### src/design/ufp_pkg.sv
`timescale 1ns / 1ps
// types, codes and constants shared by the ultrasonic frame parser modules
package ufp_pkg;

	localparam int unsigned TickW = 10;

	localparam logic [1:0] OP_START = 2'd0;
	localparam logic [1:0] OP_BYTE  = 2'd1;
	localparam logic [1:0] OP_TICK  = 2'd2;

	localparam logic [1:0] ST_OK      = 2'd0;
	localparam logic [1:0] ST_BADSUM  = 2'd1;
	localparam logic [1:0] ST_TIMEOUT = 2'd2;

	localparam logic REG_HEADER_TIMEOUT = 1'b0;
	localparam logic REG_BYTE_TIMEOUT   = 1'b1;

	localparam logic [7:0]       HEADER_MARK     = 8'hFF;
	localparam logic [TickW-1:0] TIMEOUT_DEFAULT = 10'd100;

	typedef enum logic [2:0] {
		PH_IDLE   = 3'd0,
		PH_HEADER = 3'd1,
		PH_HIGH   = 3'd2,
		PH_LOW    = 3'd3,
		PH_SUM    = 3'd4
	} phase_t;

	typedef struct packed {
		phase_t           phase;
		logic [7:0]       high_byte;
		logic [7:0]       low_byte;
		logic [TickW-1:0] elapsed;
	} parse_state_t;

	typedef struct packed {
		logic        valid;
		logic [1:0]  status;
		logic [15:0] distance;
	} parse_result_t;

endpackage

### src/design/ultrasonic_frame_parser_core.sv
`timescale 1ns / 1ps
// top level of the ultrasonic frame parser: input stage, parser state, result register
//
//  channel  handshake                  payload
//  in       in_valid / in_ready        op[1:0], rx_byte[7:0]
//  out      out_valid / out_ready      status[1:0], distance[15:0]
//  cfg      cfg_we (no wait)           cfg_index[0], cfg_wdata[9:0]
//
// one operation per cycle while in_ready is high: it is registered at the input, applied
// to the parser state as stage 1 advances; any result enters the output register at that edge
// arst_n clears the state to idle and both timeouts to 100 ticks
// a held result stalls the input stage only when the next operation also yields a result
module ultrasonic_frame_parser_core (
	input  logic        clk,
	input  logic        arst_n,
	input  logic        in_valid,
	output logic        in_ready,
	input  logic [1:0]  op,
	input  logic [7:0]  rx_byte,
	output logic        out_valid,
	input  logic        out_ready,
	output logic [1:0]  status,
	output logic [15:0] distance,
	input  logic        cfg_we,
	input  logic        cfg_index,
	input  logic [ufp_pkg::TickW-1:0] cfg_wdata
);

	logic                      v_s1;
	logic [1:0]                op_s1;
	logic [7:0]                byte_s1;
	ufp_pkg::parse_state_t     state_q;
	ufp_pkg::parse_state_t     state_nxt;
	ufp_pkg::parse_result_t    res;
	logic [ufp_pkg::TickW-1:0] header_limit_q;
	logic [ufp_pkg::TickW-1:0] byte_limit_q;
	logic                      out_valid_q;
	logic [1:0]                status_q;
	logic [15:0]               distance_q;
	logic                      advance;

	ufp_step u_step (
		.cur          (state_q),
		.op           (op_s1),
		.rx_byte      (byte_s1),
		.header_limit (header_limit_q),
		.byte_limit   (byte_limit_q),
		.nxt          (state_nxt),
		.res          (res)
	);

	// stage 1 moves on unless it would overwrite a result not yet taken
	assign advance  = v_s1 && (!res.valid || !out_valid_q || out_ready);
	assign in_ready = !v_s1 || advance;

	always_ff @(posedge clk or negedge arst_n) begin
		if (!arst_n) begin
			v_s1 <= 1'b0;
		end else if (in_ready) begin
			v_s1 <= in_valid;
		end
	end

	always_ff @(posedge clk) begin
		if (in_ready && in_valid) begin
			op_s1   <= op;
			byte_s1 <= rx_byte;
		end
	end

	always_ff @(posedge clk or negedge arst_n) begin
		if (!arst_n) begin
			state_q.phase     <= ufp_pkg::PH_IDLE;
			state_q.high_byte <= 8'd0;
			state_q.low_byte  <= 8'd0;
			state_q.elapsed   <= '0;
		end else if (advance) begin
			state_q <= state_nxt;
		end
	end

	always_ff @(posedge clk or negedge arst_n) begin
		if (!arst_n) begin
			header_limit_q <= ufp_pkg::TIMEOUT_DEFAULT;
			byte_limit_q   <= ufp_pkg::TIMEOUT_DEFAULT;
		end else if (cfg_we) begin
			unique case (cfg_index)
				ufp_pkg::REG_HEADER_TIMEOUT: header_limit_q <= cfg_wdata;
				ufp_pkg::REG_BYTE_TIMEOUT:   byte_limit_q   <= cfg_wdata;
				default: ;
			endcase
		end
	end

	always_ff @(posedge clk or negedge arst_n) begin
		if (!arst_n) begin
			out_valid_q <= 1'b0;
		end else if (advance && res.valid) begin
			out_valid_q <= 1'b1;
		end else if (out_ready) begin
			out_valid_q <= 1'b0;
		end
	end

	always_ff @(posedge clk) begin
		if (advance && res.valid) begin
			status_q   <= res.status;
			distance_q <= res.distance;
		end
	end

	assign out_valid = out_valid_q;
	assign status    = status_q;
	assign distance  = distance_q;

	a_dist_zero_unless_ok: assert property (@(posedge clk) disable iff (!arst_n)
		out_valid_q && status_q != ufp_pkg::ST_OK |-> distance_q == 16'd0)
		else $error("nonzero distance on a failed attempt");

	a_idle_elapsed_clear: assert property (@(posedge clk) disable iff (!arst_n)
		state_q.phase == ufp_pkg::PH_IDLE |-> state_q.elapsed == '0)
		else $error("tick count left over while idle");

	a_result_registered: assert property (@(posedge clk) disable iff (!arst_n)
		advance && res.valid |=> out_valid_q)
		else $error("result not captured");

	a_no_overwrite: assert property (@(posedge clk) disable iff (!arst_n)
		out_valid_q && !out_ready |=> out_valid_q && $stable(status_q) && $stable(distance_q))
		else $error("pending result overwritten");

	a_status_code: assert property (@(posedge clk) disable iff (!arst_n)
		out_valid_q |-> (status_q == ufp_pkg::ST_OK || status_q == ufp_pkg::ST_BADSUM ||
			status_q == ufp_pkg::ST_TIMEOUT))
		else $error("reserved status code");

endmodule

### src/design/ufp_step.sv
`timescale 1ns / 1ps
// next-state and result logic for one parser operation
module ufp_step (
	input  ufp_pkg::parse_state_t  cur,
	input  logic [1:0]             op,
	input  logic [7:0]             rx_byte,
	input  logic [ufp_pkg::TickW-1:0] header_limit,
	input  logic [ufp_pkg::TickW-1:0] byte_limit,
	output ufp_pkg::parse_state_t  nxt,
	output ufp_pkg::parse_result_t res
);

	logic [ufp_pkg::TickW:0] tick_inc;
	logic [7:0]              sum_calc;

	assign tick_inc = {1'b0, cur.elapsed} + {{ufp_pkg::TickW{1'b0}}, 1'b1};
	assign sum_calc = ufp_pkg::HEADER_MARK + cur.high_byte + cur.low_byte;

	always_comb begin
		nxt          = cur;
		res.valid    = 1'b0;
		res.status   = ufp_pkg::ST_OK;
		res.distance = 16'd0;
		unique case (op)
			ufp_pkg::OP_START: begin
				nxt.phase     = ufp_pkg::PH_HEADER;
				nxt.high_byte = 8'd0;
				nxt.low_byte  = 8'd0;
				nxt.elapsed   = '0;
			end
			ufp_pkg::OP_BYTE: begin
				unique case (cur.phase)
					ufp_pkg::PH_HEADER: begin
						if (rx_byte == ufp_pkg::HEADER_MARK && cur.elapsed < header_limit) begin
							nxt.phase   = ufp_pkg::PH_HIGH;
							nxt.elapsed = '0;
						end
					end
					ufp_pkg::PH_HIGH: begin
						nxt.high_byte = rx_byte;
						nxt.phase     = ufp_pkg::PH_LOW;
						nxt.elapsed   = '0;
					end
					ufp_pkg::PH_LOW: begin
						nxt.low_byte = rx_byte;
						nxt.phase    = ufp_pkg::PH_SUM;
						nxt.elapsed  = '0;
					end
					ufp_pkg::PH_SUM: begin
						nxt.phase   = ufp_pkg::PH_IDLE;
						nxt.elapsed = '0;
						res.valid   = 1'b1;
						if (sum_calc == rx_byte) begin
							res.status   = ufp_pkg::ST_OK;
							res.distance = {cur.high_byte, cur.low_byte};
						end else begin
							res.status = ufp_pkg::ST_BADSUM;
						end
					end
					default: ;
				endcase
			end
			ufp_pkg::OP_TICK: begin
				unique case (cur.phase)
					ufp_pkg::PH_HEADER: begin
						if (tick_inc >= {1'b0, header_limit}) begin
							nxt.phase   = ufp_pkg::PH_IDLE;
							nxt.elapsed = '0;
							res.valid   = 1'b1;
							res.status  = ufp_pkg::ST_TIMEOUT;
						end else begin
							nxt.elapsed = tick_inc[ufp_pkg::TickW-1:0];
						end
					end
					ufp_pkg::PH_HIGH, ufp_pkg::PH_LOW, ufp_pkg::PH_SUM: begin
						if (cur.elapsed >= byte_limit) begin
							nxt.phase   = ufp_pkg::PH_IDLE;
							nxt.elapsed = '0;
							res.valid   = 1'b1;
							res.status  = ufp_pkg::ST_TIMEOUT;
						end else begin
							nxt.elapsed = tick_inc[ufp_pkg::TickW-1:0];
						end
					end
					default: ;
				endcase
			end
			default: ;
		endcase
	end

endmodule
### config.mk
export PLATFORM = sky130hd
export DESIGN_NAME = ultrasonic_frame_parser_core
export DESIGN_NICKNAME = d
export VERILOG_FILES = /design/src/design/ufp_pkg.sv /design/src/design/ultrasonic_frame_parser_core.sv /design/src/design/ufp_step.sv
export SDC_FILE = /design/constraint.sdc
export NUM_CORES = 1
export LEC_CHECK = 0
export BUFFER_PORTS_ARGS = -buffer_cell sky130_fd_sc_hd__buf_2
export CAP_MARGIN = 25
export CORE_ASPECT_RATIO = 1.25
export CORE_MARGIN = 1.5
export CORE_UTILIZATION = 55
export DETAILED_ROUTE_END_ITERATION = 10
export PLACE_DENSITY = 0.82
export SYNTH_ARGS = -nofsm -noshare
export SYNTH_HDL_FRONTEND = slang
export SYNTH_SLANG_ARGS = --single-unit
### constraint.sdc
create_clock -name clk -period 5.83 [get_ports clk]
set_clock_uncertainty 0.15 [all_clocks]
set_input_delay 0.2915 -clock clk [delete_from_list [all_inputs] [get_ports clk]]
set_output_delay 0.2915 -clock clk [all_outputs]
set_load 0.02 [all_outputs]
==> run summary <==
Synth Instances: 438
Sequential area share after synthesis: 46.3%
Grt total ovfl: 0
Total Power: 1540 µW
Worst slew pin tran: 757 ps
Rows: 37
Fmax: 247 MHz
Pre-antenna DRT Iters: 4
CP Capture Type: primary output
Largest net degree at the start of global routing: 30
Adder-cell share of the synthesized area: 13.5%
Gr usage total: 22.9%
Number of diodes: 0
Fillers: 613
Synth Area in Compound Gates: 10.4%
Clock Tree Buf Depth: 2
Die ar.: 8910 µm²
Setup crit start kind: flip-flop
Worst setup path startpoint: state_q[1]
Via-per-instance ratio: 5.52
Main synth FF type: dfrtp_1
Total Wirelength: 9290 µm
Synth-to-Final Area Change: 16.0%
Die Span X: 84.7 µm
Max stage delay on crit path: 450 ps
CTS sink count: 79
Crit path required time: 5390 ps
PwrDens: 289 nW/µm²
Gates resized, CTS repair: 0
Worst-Skew Late Latency: 370 ps
Final period utilization: 69.5%
CTS buffer count: 9
Max-cap viol count: 0
Simple-gate area share of the yosys netlist: 13.8%
Postcts setup bufs: 0
Max-slew headroom: 49.4%
Nets: 586
CP Class: flip-flop to primary output
Synth async-reset ratio: 64.6%
Crit path cell chain: ha_1 -> and4_1 -> and2_1 -> nand2_1 -> xnor2_1 -> ha_1 -> a21o_1 -> a21oi_1 -> nand2_1 -> o2bb2ai_1 -> o21a_1 -> o21ai_0 -> nand2b_1 -> buf_2
Final setup viols: 0
Reg2Reg Launch Point: state_q[1]
Syn Nets: 513
Final ANT Viol Nets: 0
Fin. Hold Viols: 0
XOR/XNOR Fraction of Synth Area: 4.20%
Commonest non-fill, non-tap cell in the layout: inv_1
Placer Congestion: 0.834
Post-route DRC: 0
Ports: 46
Pleak: 0.00256 µW
H-tree depth: 3
Final Max Slew Viols: 0
Commonest cells after routing, fill and taps aside: inv_1, ha_1, dfrtp_1, buf_2, nand2_1
Starting Density: 56.4%
CTS tree: built
Die Span Y: 105 µm
# port buffers: 45
Via count: 3381
Maximum vdd drop: 203 µV
First-pass GRT wire length: 15900 µm
Number of global-route vias before repair: 3437
Max FO, Critical Path: 6
Initial antenna violation count: 0
Unique cell type count in the Yosys netlist: 47
Mean Syn Cell Area: 10.5 µm²
CTS hold repair buffers: 18
Clk Tree Root Cell: clkbuf_8
Iter 0 DRT Violations: 135
CP arrival: 3610 ps
Largest family of logic cells by synthesized area: simple AND/OR/NAND/NOR gates
Post-synthesis cell area: 4590 µm²
Fraction of layout cells with a size suffix above 1: 20.0%
HPWL Detailed: 7110 µm
EDFF count, synth: 28
Clk slew on worst S/H paths: 90 ps
Total negative slack: 0 ps
Core area: 8150 µm²
Status: finished clean
CP max-delay cell: dfrtp_1
WL/cell: 15.2 µm
Synthesis-stage register bit count: 79
Number of synthesis warnings: 0
HP Class: input pin to flip-flop
Hold path startpoint: cfg_wdata[6]
RSZ-0062 raised after global routing: false
Final min period: 4050 ps
Mux cell area share after synthesis: 6.62%
## through the flow
stage	hold WS [ps]	util, %	std cells	setup WS [ps]	instance area, µm²
final	5.66	65.4	613	1780	5330
after global routing	14.6	65.4	613	1560	5330
after global placement	325	60.7	578	2080	4940
after detailed placement	154	60.9	579	1870	4960
after floorplan	-154	-	438	2200	4590
after CTS	0.329	65.4	613	1790	5330
## power breakdown
group | total (µW) | internal, µW | switching, µW
Sequential | 677 | 632 | 45.3
Clock | 378 | 158 | 219
Combinational | 485 | 229 | 257
Total | 1540 | 1020 | 521
## state kept, by name (all words and copies together) (netlist names)
signal	cells
state_q	29
distance	16
byte_limit_q	10
header_limit_q	10
byte_s1	8
op_s1	2
status	2
out_valid	1
v_s1	1
## cell usage after synthesis (all sizes together) (2+ instances only)
library cell	n	area [µm²]
and2	28	175
o21a	3	22.5
o31ai	4	30.0
nand3	9	45.0
o21ai	29	145
mux2	27	304
xnor2	16	140
nor3	3	20.0
xor2	6	52.6
clkbuf	6	23.8
o211ai	3	22.5
nand2	33	124
a31oi	2	12.5
o311ai	2	17.5
dfstp	6	158
nor2	17	63.8
nand4	4	25.0
o21bai	2	15.0
and3	3	18.8
edfxtp	28	841
o2bb2ai	2	17.5
nor2b	6	37.5
inv	57	214
nor3b	2	25.0
a21oi	20	100
dfrtp	45	1130
or2	2	12.5
a21o	4	30.0
nand2b	7	43.8
nor4	2	12.5
ha	48	601
or3	2	12.5
## layout make-up
type	instances	area (µm²)	area share, %
timing repair buffer	68	455	8.55
sequential	79	2120	39.9
multi-input combinational	296	2230	41.9
clock buffer	9	124	2.33
clock inverter	7	56.3	1.06
inverter	57	214	4.02
tap	97	121	2.28
## per-layer routing
metal | GRT usage [%] | vias to the layer above | part of all wire [%]
li1 | - | 1657 | -
met1 | 25.1 | 1625 | 39
met2 | 42.1 | 70 | 55
met3 | 3.79 | 29 | 3.4
met4 | 11.5 | 0 | 2.9
met5 | 0 | - | 0
## logic make-up after synthesis
kind of cell    Yosys count
mux                      27
xor+xnor                 22
compound gates           78
buf+inv                  63
flops                    79
fa+ha+maj                49
simple gates            120
## worst max-delay path: cells and delay by family (launching register included)
kind | cells | cell delay [ps]
compound gates | 5 | 1030
simple gates | 5 | 810
fa+ha+maj | 2 | 610
flops | 1 | 450
buf+inv | 1 | 200
xor+xnor | 1 | 150
## final timing paths
kind | to | slack, ps | cells after the start
hold reg to reg | byte_limit_q[3] | 370 | 1
setup / recovery | in_ready | 1780 | 14
max in group asynchronous | byte_limit_q[6] | 4650 | 3
min in group asynchronous | state_q[1] | 280 | 2
hold / removal | header_limit_q[6] | 6 | 3
setup reg to reg | state_q[19] | 1830 | 14
No activity file was read; power rests on OpenSTA's default activity.
